--- config.mk ---
export PLATFORM = sky130hd
export DESIGN_NAME = bch_parity_encoder_top
export DESIGN_NICKNAME = d
export VERILOG_FILES = /design/src/rtl/bchpe_pkg.sv /design/src/rtl/bchpe_front.sv /design/src/rtl/bchpe_queue.sv /design/src/rtl/bchpe_back.sv /design/src/rtl/bch_parity_encoder_top.sv
export SDC_FILE = /design/constraint.sdc
export NUM_CORES = 1
export LEC_CHECK = 0
export BUFFER_PORTS_ARGS = -buffer_cell sky130_fd_sc_hd__buf_2
export CORE_ASPECT_RATIO = 1.4
export CORE_MARGIN = 5
export CORE_UTILIZATION = 40
export CTS_BUF_LIST = sky130_fd_sc_hd__clkbuf_16
export CTS_CLUSTER_DIAMETER = 200
export DETAILED_ROUTE_END_ITERATION = 16
export PLACE_DENSITY_LB_ADDON = 0.12
export REMOVE_ABC_BUFFERS = 1
export SYNTH_ARGS = -nofsm -noshare
export SYNTH_HDL_FRONTEND = slang
export SYNTH_SLANG_ARGS = --single-unit
--- constraint.sdc ---
create_clock -name clk_i -period 12.82 [get_ports clk_i]
set_clock_uncertainty 0.15 [all_clocks]
set_input_delay 0.641 -clock clk_i [delete_from_list [all_inputs] [get_ports clk_i]]
set_output_delay 0.641 -clock clk_i [all_outputs]
set_load 0.05 [all_outputs]
--- src/rtl/bchpe_pkg.sv ---
// ----------------------------------------------------------------------------
// bchpe_pkg
// Shared constants, types and elaboration-time generator polynomial math for
// the binary BCH parity encoder over GF(2^13).
// ----------------------------------------------------------------------------
package bchpe_pkg;

  localparam int FieldDegree    = 13;
  localparam logic [FieldDegree:0] GfPoly = 14'h201b;
  localparam int LowStrength    = 4;
  localparam int MaxStrengthDef = 8;
  localparam int MaxDeg         = FieldDegree * MaxStrengthDef;
  localparam int QueueDepth     = 2;

  typedef enum logic {
    StrLow  = 1'b0,
    StrHigh = 1'b1
  } strength_e;

  // Multiply two field elements, shift and add with reduction.
  function automatic logic [FieldDegree-1:0] gf_mul(logic [FieldDegree-1:0] a,
                                                    logic [FieldDegree-1:0] b);
    logic [FieldDegree-1:0] acc;
    logic [FieldDegree-1:0] sh;
    acc = '0;
    sh  = a;
    for (int i = 0; i < FieldDegree; i++) begin
      if (b[i]) begin
        acc = acc ^ sh;
      end
      if (sh[FieldDegree-1]) begin
        sh = {sh[FieldDegree-2:0], 1'b0} ^ GfPoly[FieldDegree-1:0];
      end else begin
        sh = {sh[FieldDegree-2:0], 1'b0};
      end
    end
    return acc;
  endfunction

  // Minimal polynomial of alpha^e: product of (x + r) over the conjugates of
  // alpha^e. Every cyclotomic coset of a nonzero exponent has FieldDegree members.
  function automatic logic [FieldDegree:0] min_poly(int e);
    logic [FieldDegree-1:0] c [FieldDegree+1];
    logic [FieldDegree-1:0] r;
    logic [FieldDegree:0]   mp;
    for (int k = 0; k <= FieldDegree; k++) begin
      c[k] = '0;
    end
    c[0] = FieldDegree'(1);
    r = FieldDegree'(1);
    for (int i = 0; i < e; i++) begin
      r = gf_mul(r, FieldDegree'(2));
    end
    for (int j = 0; j < FieldDegree; j++) begin
      for (int k = FieldDegree; k >= 1; k--) begin
        c[k] = c[k-1] ^ gf_mul(c[k], r);
      end
      c[0] = gf_mul(c[0], r);
      r = gf_mul(r, r);
    end
    for (int k = 0; k <= FieldDegree; k++) begin
      mp[k] = c[k][0];
    end
    return mp;
  endfunction

  // Generator polynomial for correction strength t, without its leading term.
  function automatic logic [MaxDeg-1:0] gen_poly(int t);
    logic [MaxDeg:0]      g;
    logic [MaxDeg:0]      prod;
    logic [FieldDegree:0] m;
    logic [MaxDeg-1:0]    res;
    g = (MaxDeg+1)'(1);
    for (int i = 0; i < t; i++) begin
      m    = min_poly(2 * i + 1);
      prod = '0;
      for (int k = 0; k <= FieldDegree; k++) begin
        if (m[k]) begin
          prod = prod ^ (g << k);
        end
      end
      g = prod;
    end
    for (int k = 0; k < MaxDeg; k++) begin
      res[k] = (k < FieldDegree * t) ? g[k] : 1'b0;
    end
    return res;
  endfunction

endpackage

--- src/rtl/bchpe_front.sv ---
// ----------------------------------------------------------------------------
// bchpe_front
// Input side: holds the strength register and the byte-wide LFSR remainder,
// and hands the finished remainder of each message to the queue.
// ----------------------------------------------------------------------------
module bchpe_front #(
  parameter int MaxStrength = bchpe_pkg::MaxStrengthDef,
  parameter int ShiftW      = ((bchpe_pkg::FieldDegree * MaxStrength + 7) / 8) * 8
) (
  input  logic                  clk_i,
  input  logic                  rst_ni,
  input  logic                  cfg_we_i,
  input  logic                  cfg_wdata_i,
  input  logic                  in_valid_i,
  output logic                  in_ready_o,
  input  logic [7:0]            in_data_i,
  input  logic                  in_last_i,
  output logic                  push_valid_o,
  input  logic                  push_ready_i,
  output logic [ShiftW-1:0]     push_parity_o,
  output bchpe_pkg::strength_e  push_strength_o
);

  localparam int RemW = bchpe_pkg::FieldDegree * MaxStrength;
  localparam int LoW  = bchpe_pkg::FieldDegree * bchpe_pkg::LowStrength;

  // The low-strength remainder sits in the top bits so both modes share one
  // feedback tap at the MSB.
  localparam logic [RemW-1:0] GenHi = RemW'(bchpe_pkg::gen_poly(MaxStrength));
  localparam logic [RemW-1:0] GenLo =
      RemW'(bchpe_pkg::gen_poly(bchpe_pkg::LowStrength)) << (RemW - LoW);

  bchpe_pkg::strength_e strength_q;
  logic [RemW-1:0]      rem_q, rem_d;
  logic [RemW-1:0]      step;
  logic [RemW-1:0]      gen_sel;
  logic                 fb;
  logic                 accept;

  assign in_ready_o = push_ready_i;
  assign accept     = in_valid_i && push_ready_i;
  assign gen_sel    = (strength_q == bchpe_pkg::StrHigh) ? GenHi : GenLo;

  always_comb begin
    step = rem_q;
    fb   = 1'b0;
    for (int b = 0; b < 8; b++) begin
      fb   = step[RemW-1] ^ in_data_i[7-b];
      step = {step[RemW-2:0], 1'b0};
      if (fb) begin
        step = step ^ gen_sel;
      end
    end
  end

  always_comb begin
    rem_d = rem_q;
    if (cfg_we_i) begin
      rem_d = '0;
    end else if (accept) begin
      rem_d = in_last_i ? '0 : step;
    end
  end

  assign push_valid_o    = accept && in_last_i;
  assign push_parity_o   = ShiftW'(step) << (ShiftW - RemW);
  assign push_strength_o = strength_q;

  always_ff @(posedge clk_i or negedge rst_ni) begin
    if (!rst_ni) begin
      strength_q <= bchpe_pkg::StrLow;
      rem_q      <= '0;
    end else begin
      if (cfg_we_i) begin
        strength_q <= bchpe_pkg::strength_e'(cfg_wdata_i);
      end
      rem_q <= rem_d;
    end
  end

endmodule

--- src/rtl/bchpe_queue.sv ---
// ----------------------------------------------------------------------------
// bchpe_queue
// Short register queue of finished remainders between input and output side.
// ----------------------------------------------------------------------------
module bchpe_queue #(
  parameter int Width = 105
) (
  input  logic             clk_i,
  input  logic             rst_ni,
  input  logic             wr_valid_i,
  output logic             wr_ready_o,
  input  logic [Width-1:0] wr_data_i,
  output logic             rd_valid_o,
  input  logic             rd_ready_i,
  output logic [Width-1:0] rd_data_o
);

  localparam int Depth = bchpe_pkg::QueueDepth;
  localparam int PtrW  = (Depth > 1) ? $clog2(Depth) : 1;
  localparam int CntW  = $clog2(Depth + 1);

  logic [Width-1:0] mem_q [Depth];
  logic [PtrW-1:0]  wr_ptr_q, wr_ptr_d;
  logic [PtrW-1:0]  rd_ptr_q, rd_ptr_d;
  logic [CntW-1:0]  count_q, count_d;
  logic             do_wr, do_rd;

  assign wr_ready_o = (count_q != CntW'(Depth));
  assign rd_valid_o = (count_q != '0);
  assign rd_data_o  = mem_q[rd_ptr_q];
  assign do_wr      = wr_valid_i && wr_ready_o;
  assign do_rd      = rd_valid_o && rd_ready_i;

  always_comb begin
    wr_ptr_d = wr_ptr_q;
    rd_ptr_d = rd_ptr_q;
    count_d  = count_q;
    if (do_wr) begin
      wr_ptr_d = (wr_ptr_q == PtrW'(Depth - 1)) ? '0 : wr_ptr_q + PtrW'(1);
    end
    if (do_rd) begin
      rd_ptr_d = (rd_ptr_q == PtrW'(Depth - 1)) ? '0 : rd_ptr_q + PtrW'(1);
    end
    if (do_wr && !do_rd) begin
      count_d = count_q + CntW'(1);
    end else if (do_rd && !do_wr) begin
      count_d = count_q - CntW'(1);
    end
  end

  always_ff @(posedge clk_i) begin
    if (do_wr) begin
      mem_q[wr_ptr_q] <= wr_data_i;
    end
  end

  always_ff @(posedge clk_i or negedge rst_ni) begin
    if (!rst_ni) begin
      wr_ptr_q <= '0;
      rd_ptr_q <= '0;
      count_q  <= '0;
    end else begin
      wr_ptr_q <= wr_ptr_d;
      rd_ptr_q <= rd_ptr_d;
      count_q  <= count_d;
    end
  end

endmodule

--- src/rtl/bchpe_back.sv ---
// ----------------------------------------------------------------------------
// bchpe_back
// Output side: takes one remainder from the queue and shifts it out as
// parity bytes, MSB first, flagging the final byte.
// ----------------------------------------------------------------------------
module bchpe_back #(
  parameter int MaxStrength = bchpe_pkg::MaxStrengthDef,
  parameter int ShiftW      = ((bchpe_pkg::FieldDegree * MaxStrength + 7) / 8) * 8
) (
  input  logic                 clk_i,
  input  logic                 rst_ni,
  input  logic                 pop_valid_i,
  output logic                 pop_ready_o,
  input  logic [ShiftW-1:0]    pop_parity_i,
  input  bchpe_pkg::strength_e pop_strength_i,
  output logic                 out_valid_o,
  input  logic                 out_ready_i,
  output logic [7:0]           out_data_o,
  output logic                 out_last_o
);

  localparam int NBytesHi = ShiftW / 8;
  localparam int NBytesLo = (bchpe_pkg::FieldDegree * bchpe_pkg::LowStrength + 7) / 8;
  localparam int CntW     = $clog2(NBytesHi + 1);

  logic [ShiftW-1:0] sh_q, sh_d;
  logic [CntW-1:0]   cnt_q, cnt_d;
  logic              busy_q, busy_d;
  logic              is_last;
  logic              take;
  logic              load;

  assign is_last     = (cnt_q == CntW'(1));
  assign take        = busy_q && out_ready_i;
  assign load        = pop_valid_i && (!busy_q || (take && is_last));
  assign pop_ready_o = !busy_q || (take && is_last);

  assign out_valid_o = busy_q;
  assign out_data_o  = sh_q[ShiftW-1 -: 8];
  assign out_last_o  = is_last;

  always_comb begin
    sh_d   = sh_q;
    cnt_d  = cnt_q;
    busy_d = busy_q;
    if (load) begin
      sh_d   = pop_parity_i;
      cnt_d  = (pop_strength_i == bchpe_pkg::StrHigh) ? CntW'(NBytesHi) : CntW'(NBytesLo);
      busy_d = 1'b1;
    end else if (take) begin
      sh_d   = sh_q << 8;
      cnt_d  = cnt_q - CntW'(1);
      busy_d = !is_last;
    end
  end

  always_ff @(posedge clk_i) begin
    sh_q <= sh_d;
  end

  always_ff @(posedge clk_i or negedge rst_ni) begin
    if (!rst_ni) begin
      cnt_q  <= '0;
      busy_q <= 1'b0;
    end else begin
      cnt_q  <= cnt_d;
      busy_q <= busy_d;
    end
  end

endmodule

--- src/rtl/bch_parity_encoder_top.sv ---
// ----------------------------------------------------------------------------
// bch_parity_encoder_top
// Binary BCH parity encoder over GF(2^13) for 4- or 8-bit correction.
// A last byte's remainder passes the queue, then the output shift register.
// Throughput: one data byte per cycle in and one parity byte per cycle out,
// with a two-entry remainder queue letting both sides stall independently.
// Reset clears the remainder, the queue and the output; strength resets low.
// ----------------------------------------------------------------------------
//
// Data bytes are divided by the generator polynomial in a byte-wide LFSR
// (front). When a byte flagged by s_axis_tlast arrives it is absorbed, and the
// resulting remainder is pushed into the queue while the LFSR clears for the
// next message. The back end pops one remainder at a time and streams it out
// as 7 (4-bit strength) or 13 (8-bit strength) bytes, MSB first; the final
// byte is flagged by m_axis_tlast and any unused low bits in it are zero.
// A queued next codeword follows the previous one without a gap.
//
// s_axis_tready drops only while the queue is full, which happens when short
// messages arrive faster than their parity can be shifted out. A write to the
// strength register also clears the LFSR, so a new message starts under the
// new setting. The generator polynomials are computed at elaboration.
module bch_parity_encoder_top #(
  parameter int MaxStrength = bchpe_pkg::MaxStrengthDef
) (
  input  logic       clk_i,
  input  logic       rst_ni,
  // Strength register: 0 selects 4-bit correction, 1 the maximum strength.
  input  logic       cfg_we_i,
  input  logic       cfg_wdata_i,
  // Message byte requests.
  input  logic       s_axis_tvalid,
  output logic       s_axis_tready,
  input  logic [7:0] s_axis_tdata,   // [7:0] data_byte
  input  logic       s_axis_tlast,   // last_byte
  // Parity byte requests.
  output logic       m_axis_tvalid,
  input  logic       m_axis_tready,
  output logic [7:0] m_axis_tdata,   // [7:0] parity_byte
  output logic       m_axis_tlast    // parity_last
);

  // Parity register width rounded up to whole bytes.
  localparam int ShiftW = ((bchpe_pkg::FieldDegree * MaxStrength + 7) / 8) * 8;

  logic                 push_valid;
  logic                 push_ready;
  logic [ShiftW-1:0]    push_parity;
  bchpe_pkg::strength_e push_strength;

  logic                 pop_valid;
  logic                 pop_ready;
  logic [ShiftW:0]      pop_data;

  bchpe_front #(
    .MaxStrength (MaxStrength),
    .ShiftW      (ShiftW)
  ) u_front (
    .clk_i           (clk_i),
    .rst_ni          (rst_ni),
    .cfg_we_i        (cfg_we_i),
    .cfg_wdata_i     (cfg_wdata_i),
    .in_valid_i      (s_axis_tvalid),
    .in_ready_o      (s_axis_tready),
    .in_data_i       (s_axis_tdata),
    .in_last_i       (s_axis_tlast),
    .push_valid_o    (push_valid),
    .push_ready_i    (push_ready),
    .push_parity_o   (push_parity),
    .push_strength_o (push_strength)
  );

  // Each queue entry carries the strength in its top bit above the parity.
  bchpe_queue #(
    .Width (ShiftW + 1)
  ) u_queue (
    .clk_i      (clk_i),
    .rst_ni     (rst_ni),
    .wr_valid_i (push_valid),
    .wr_ready_o (push_ready),
    .wr_data_i  ({push_strength, push_parity}),
    .rd_valid_o (pop_valid),
    .rd_ready_i (pop_ready),
    .rd_data_o  (pop_data)
  );

  bchpe_back #(
    .MaxStrength (MaxStrength),
    .ShiftW      (ShiftW)
  ) u_back (
    .clk_i          (clk_i),
    .rst_ni         (rst_ni),
    .pop_valid_i    (pop_valid),
    .pop_ready_o    (pop_ready),
    .pop_parity_i   (pop_data[ShiftW-1:0]),
    .pop_strength_i (bchpe_pkg::strength_e'(pop_data[ShiftW])),
    .out_valid_o    (m_axis_tvalid),
    .out_ready_i    (m_axis_tready),
    .out_data_o     (m_axis_tdata),
    .out_last_o     (m_axis_tlast)
  );

endmodule

Yosys cells after proc, flatten, opt, wreduce, memory -nomap -nowiden
Memories as Yosys holds them, arrays and structs flattened.
Index checks and enable logic that the tools add are counted.

storage, ports and cells
  register bits = 218
  bits in writable memories = 210
  input bits = 15
  output and inout port bits = 11
  word-level logic and storage cells = 74
  memories = 1

cells by class
  $add $sub $neg = 5
  equality and inequality tests = 2
  multiplexer cells = 25
  bitwise operators = 16
  reductions and logical operators = 17

memory list
  name           depth  width  read ports  clocked after Yosys merged registers in  wr ports  RTL line           source
  u_queue.mem_q  2      105    1           0                                        1         bchpe_queue.sv:22  logic [Width-1:0] mem_q [Depth];

operator list
  cell                   count
  $mux W104              13
  $xor A104 B104 Y104    8
  $mux W103              1
  $mux W4                3
  $logic_and A1 B1 Y1    8
  $reduce_bool A2 Y1     4
  $xor A1 B1 Y1          8
  $mux W1                6
  $eq A4 B1 Y1 const B   1
  $logic_not A1 Y1       4
  $mux W2                2
  $sub A4 B1 Y4 const B  1
  $add A1 B1 Y1 const B  2
  $add A2 B1 Y2 const B  1
  $ne A2 B2 Y1 const B   1
  $sub A2 B1 Y2 const B  1
  $logic_or A1 B1 Y1     1

Depth between registers and ports, before layout
  word-level depth = 20
  gate-level depth with buffers = 11
  depth with buffers taken out = 10

By module
From an unflattened synthesis, not the netlist that was laid out.

second synthesis, totals
  cell total of the unflattened synthesis = 1,291
  area, all modules = 19,687.6 µm²

modules (own cells, without submodules)
  module       times used  cells an instance  area each (µm²)  sequential area each (µm²)
  bchpe_queue  1           345                7,930.1          6,406.1
  bchpe_front  1           685                7,004.2          2,627.5
  bchpe_back   1           261                4,753.3          3,248.1

Least setup slack after synthesis
Ideal clock, no wire load.

  path type = register -> register
  from = reg u_back.busy_q (netlist: u_back.out_valid_o)
  to = reg u_back.cnt_q[3]
  setup time = 140 ps
  arrival = 7,031 ps
  required time = 12,530 ps
  slack = 5,499 ps
  stages on the path, launching flop included = 5
  path buffers = 0
  clock period less this slack = 7,321 ps
  cell sequence = dfrtp_1 nor3_1 a21oi_1 o21ai_0 a22o_1

between the ends
  cells in the longest elaborated chain, start to end = 5
  elaborated cells between the ends (all ways) = 7
  classes of those cells = mux: 1; reduce/logical: 6

RTL lines
  item                                           RTL line          source
  from (decl)                                    bchpe_back.sv:28  logic busy_q, busy_d;
  from (signal assigned)                         bchpe_back.sv:67  busy_q <= busy_d;
  $logic_and A1 B1 Y1                            bchpe_back.sv:34  assign take = busy_q && out_ready_i;
  $logic_and A1 B1 Y1                            bchpe_back.sv:35  assign load = pop_valid_i && (!busy_q || (take && is_last));
  $logic_or A1 B1 Y1                             bchpe_back.sv:35
  $logic_and A1 B1 Y1                            bchpe_back.sv:35
  $mux W4 or $reduce_bool A2 Y1 (tied branches)  -
  to (signal assigned)                           bchpe_back.sv:66  cnt_q <= cnt_d;
  to (decl)                                      bchpe_back.sv:27  logic [CntW-1:0] cnt_q, cnt_d;

Several ways; a longest one is shown, not always the timed one.
A chain may end at the register's enable or synchronous reset.

Worst setup path after layout
  from = reg u_front.strength_q (netlist: u_front.push_strength_o)
  to = reg u_front.rem_q[94]

between the ends
  cells in the longest elaborated chain, start to end = 20
  elaborated cells between the ends (all ways) = 26
  classes of those cells = mux: 12; bitwise: 14

RTL lines
  item                                                  RTL line                              source
  from (decl)                                           bchpe_front.sv:33                     bchpe_pkg::strength_e strength_q;
  from (signal assigned)                                bchpe_front.sv:71                     strength_q <= bchpe_pkg::StrLow;
  from (signal assigned)                                bchpe_front.sv:75                     strength_q <= bchpe_pkg::strength_e'(cfg_wdata_i);
  $mux W103 *                                           bchpe_front.sv:42                     assign gen_sel = (strength_q == bchpe_pkg::StrHigh) ? GenHi : GenLo;
  $xor A104 B104 Y104                                   bchpe_front.sv:51                     step = step ^ gen_sel;
  $mux W104                                             bchpe_front.sv:50                     if (fb) begin
  $xor A104 B104 Y104                                   bchpe_front.sv:51
  $mux W104                                             bchpe_front.sv:50
  $xor A1 B1 Y1 or $xor A104 B104 Y104 (tied branches)  bchpe_front.sv:48, bchpe_front.sv:51
  $mux W104                                             bchpe_front.sv:50
  $xor A104 B104 Y104 or $xor A1 B1 Y1 (tied branches)  bchpe_front.sv:51, bchpe_front.sv:48
  [5 not listed]                                        -
  $xor A104 B104 Y104 or $xor A1 B1 Y1 (tied branches)  bchpe_front.sv:51, bchpe_front.sv:48
  $mux W104                                             bchpe_front.sv:50
  $xor A104 B104 Y104 or $xor A1 B1 Y1 (tied branches)  bchpe_front.sv:51, bchpe_front.sv:48
  $mux W104 *                                           bchpe_front.sv:50
  net push_parity[94]                                   bch_parity_encoder_top.sv:47          logic [ShiftW-1:0] push_parity;
  $mux W104 *                                           bchpe_front.sv:61                     rem_d = in_last_i ? '0 : step;
  $mux W104 *                                           bchpe_front.sv:60                     end else if (accept) begin
  $mux W104 *                                           bchpe_front.sv:58                     if (cfg_we_i) begin
  to (signal assigned)                                  bchpe_front.sv:77                     rem_q <= rem_d;
  to (decl)                                             bchpe_front.sv:34                     logic [RemW-1:0] rem_q, rem_d;

The timed path passes the listed nets; every way through them passes the cells marked *. The select of a mux whose other input is x is not followed.

==> results by group <==
Power and ir drop
  – Clock share of power: 18.7%
  – Leak pwr: 8.14 nW
  – Combinational power share: 45.9%
  – Peak supply drop: 0.000140 V
  – P_int: 0.00413 W
  – Net Sw Frac: 38.9%
  – PwrDens: 318 nW/um^2
  – Power share of the sequential group: 35.5%
  – Net switching power: 0.00264 W

Global route
  – Initial antenna violation count: 0
  – Congestion Overflow GR: 0
  – Number of global-route vias before repair: 11.1k
  – Pin count of the biggest net entering global routing: 198
  – Tot GR Track Use: 17.3%
  – First-pass GRT wire length: 70,100 um

Setup path
  – CP dominant cell by count: xnor2_1
  – Critical path class: reg2reg
  – Crit-path max cell delay: 0.71 ns
  – Worst R2R Start: u_front.push_strength_o
  – Setup slack, reg-to-reg: 8.96 ns
  – CP startpoint kind: flip-flop
  – Reg2Reg Depth: 9
  – CP Max Fanout: 68
  – CP Capture Type: flip-flop
  – CP max stage cell: xnor2_1
  – WP data required: 13.15 ns
  – Reg2reg end: u_front.rem_q[94]
  – Critical Path AT: 4.19 ns
  – Crit path cell chain: buf_4 -> inv_1 -> buf_4 -> mux2i_1 -> xnor2_1 -> xnor2_1 -> xnor2_1 -> xnor2_1 -> a22o_1

Placement
  – DP HPWL: 27,600 um
  – Inst Count DP: 1,976
  – GP Congestion: 0.795
  – Dpl ws: 8.77 ns
  – IO buf count: 25

Hold path
  – Min-Delay Endpoint: u_front.push_strength_o
  – Hold Startpoint: cfg_wdata_i
  – Worst hold path cell count: 3
  – Worst min path class: in2reg

Layout
  – Fillers: 4,229
  – Diode count: 0
  – Most common cell after layout, fill and taps aside: edfxtp_1
  – Most frequent cells in the layout: edfxtp_1, xnor2_1, nor2_1, dfrtp_1
  – Area of the multi-input gates: 6480 um^2
  – Final core occ: 45.2%
  – Area Growth Syn to Fin: 11.6%
  – Sequential cell area: 12,300 um^2
  – Layout cells sized above 1: 9.42%
  – # nets final: 1,416
  – Non-Filler Instances: 2,057

Timing
  – Slew Limit Fails: 0
  – Setup WS post-layout: 8.96 ns
  – Fin crit share: 30.1%
  – Worst Max-Slew Pin Slew: 1.02 ns
  – Final critical-path required period: 3.86 ns
  – Max Clock Freq: 259 MHz
  – Fin. Hold Viols: 0
  – Setup TNS: 0 ns
  – Slew headroom: 31.9%
  – Final setup violation count: 0
  – RSZ-0062 raised after global routing: false

Flow run
  – Max-cap violations: 0

Die
  – Die Height: 269 um
  – Num rows: 94
  – Chip width: 195 um
  – Die area: 52,300 um^2
  – I/O Pins: 26
  – Starting density of the core: 40.5%
  – Area of the core: 47,200 um^2

Clock tree
  – H-tree levels: 2
  – Postcts setup bufs: 0
  – Clk sink count: 428
  – CTS root buffer: clkbuf_16
  – TritonCTS buffer count: 43
  – CTS Buffer Depth: 3
  – Skew-Pair Late Insertion Delay: 0.56 ns
  – Worst-path clk slew: 0.06 ns
  – CTS tree: built

Routing
  – Wire per inst: 22.3 um
  – Post-Route WL: 45,900 um
  – DRC viols: 0
  – Iteration count of the initial detailed-routing pass: 5
  – DRT iter0 DRCs: 608
  – Routed via count: 10.7k
  – DRT antenna net count: 0
  – Vias/cell: 5.21

Yosys
  – Distinct cells, synth: 38
  – Synthesized area: 19,100 um^2
  – FFs w/ async S/R, synth: 26.6%
  – Syn_area_per_cell: 13.7 um^2
  – Seq/Total Area, Yosys: 64.3%
  – Post-synth EDFFs: 314
  – Ys Warns: 0
  – Post-synth top flop: edfxtp_1
  – Cells after Synth: 1,392
  – FF+latch count, synth: 428

Outcome
  – Outcome: finished clean
## per-stage QoR
stage          total power [W]  cell area [um^2]  hold slack (ns)
6_report               0.00677             21300            0.202
5_1_grt                0.00715             21300            0.200
4_1_cts                0.00686             21300            0.175
3_5_place_dp           0.00556             19900            0.342
3_3_place_gp           0.00552             19900            0.340
2_1_floorplan          0.00467             18700            0.195
## what timing repair did
action,CTS,global route
resized for setup,0,0
hold buffers,1,0
hold endpoints to repair,50,0
## flip-flops by register name, summed over array words and instances, names as in the netlist
name,count
u_back.cnt_q,4
u_queue.mem_q,210
u_back.sh_q,104
u_queue.rd_ptr_q,1
u_back.out_valid_o,1
u_front.push_strength_o,1
u_queue.count_q,2
u_queue.wr_ptr_q,1
u_front.rem_q,104
## layer usage
metal | global-route usage, % | wire, um | vias up
met5 | 0 | 0 | -
met4 | 4.22 | 904 | 0
met3 | 2.01 | 1200 | 58
met2 | 30.8 | 23700 | 156
met1 | 22.8 | 20100 | 5517
li1 | - | - | 4978
## cell families after synthesis
family          share of synthesized area, %
mux                                     5.88
xor+xnor                                14.4
compound gates                          8.36
fa+ha+maj                              0.197
flops                                   64.3
buf+inv                                 2.13
simple gates                            4.69
## critical path, delay by kind of cell, from the launching register on
kind,cells,cell delay (ns)
flip-flops,1,0.69
buffers and inverters,3,1.14
XOR/XNOR,4,1.38
AO/OA/AOI/OAI,1,0.19
multiplexers,1,0.17
## Yosys cell counts (2+ instances only)
cell,instances,area share (%)
inv_1,9,0.18
a21boi_0,2,0.079
buf_2,4,0.10
xnor2_2,9,0.77
buf_4,9,0.35
o21ai_0,18,0.47
clkbuf_1,65,1.3
a21oi_1,113,3.0
ha_1,3,0.20
nor3_1,3,0.079
xor2_4,2,0.29
xnor2_4,2,0.29
edfxtp_1,314,49
mux2i_1,111,5.8
buf_1,8,0.16
and2_1,10,0.33
xnor2_1,210,9.6
nand2_1,63,1.2
xnor3_2,2,0.25
xor2_1,62,2.8
nand2b_1,5,0.16
nor2_1,138,2.7
dfrtp_1,114,15
xnor3_1,3,0.35
a32o_1,4,0.21
a22o_1,97,4.4
## worst max path at each step
stage	start	to	slack, ns	cells after the start
after floorplan	u_back.cnt_q[1]	u_queue.count_q[1]	0.83	9
after global placement	s_axis_tdata[4]	u_front.rem_q[100]	8.78	9
after detailed placement	s_axis_tdata[4]	u_front.rem_q[100]	8.77	9
after CTS	u_front.push_strength_o	u_front.rem_q[94]	8.97	9
after global routing	u_front.push_strength_o	u_front.rem_q[94]	8.82	9
final	u_front.push_strength_o	u_front.rem_q[94]	8.96	9
## final cells by class
class                      count  area share [%]
tap                          624            3.66
multi-input combinational    868            30.4
sequential                   428            57.7
clock inverter                37            1.54
inverter                       9           0.159
clock buffer                  43            5.05
timing repair buffer          48            1.50
## power groups by stage
stage                     sequential [W]  combinational (W)  clock, W
final                            0.00240            0.00311   0.00126
after CTS                        0.00241            0.00315   0.00130
after global placement           0.00242            0.00310         0
after global routing             0.00244            0.00335   0.00135
after detailed placement         0.00243            0.00313         0
after floorplan                  0.00246            0.00221         0
(Power assumes the default switching activity.)
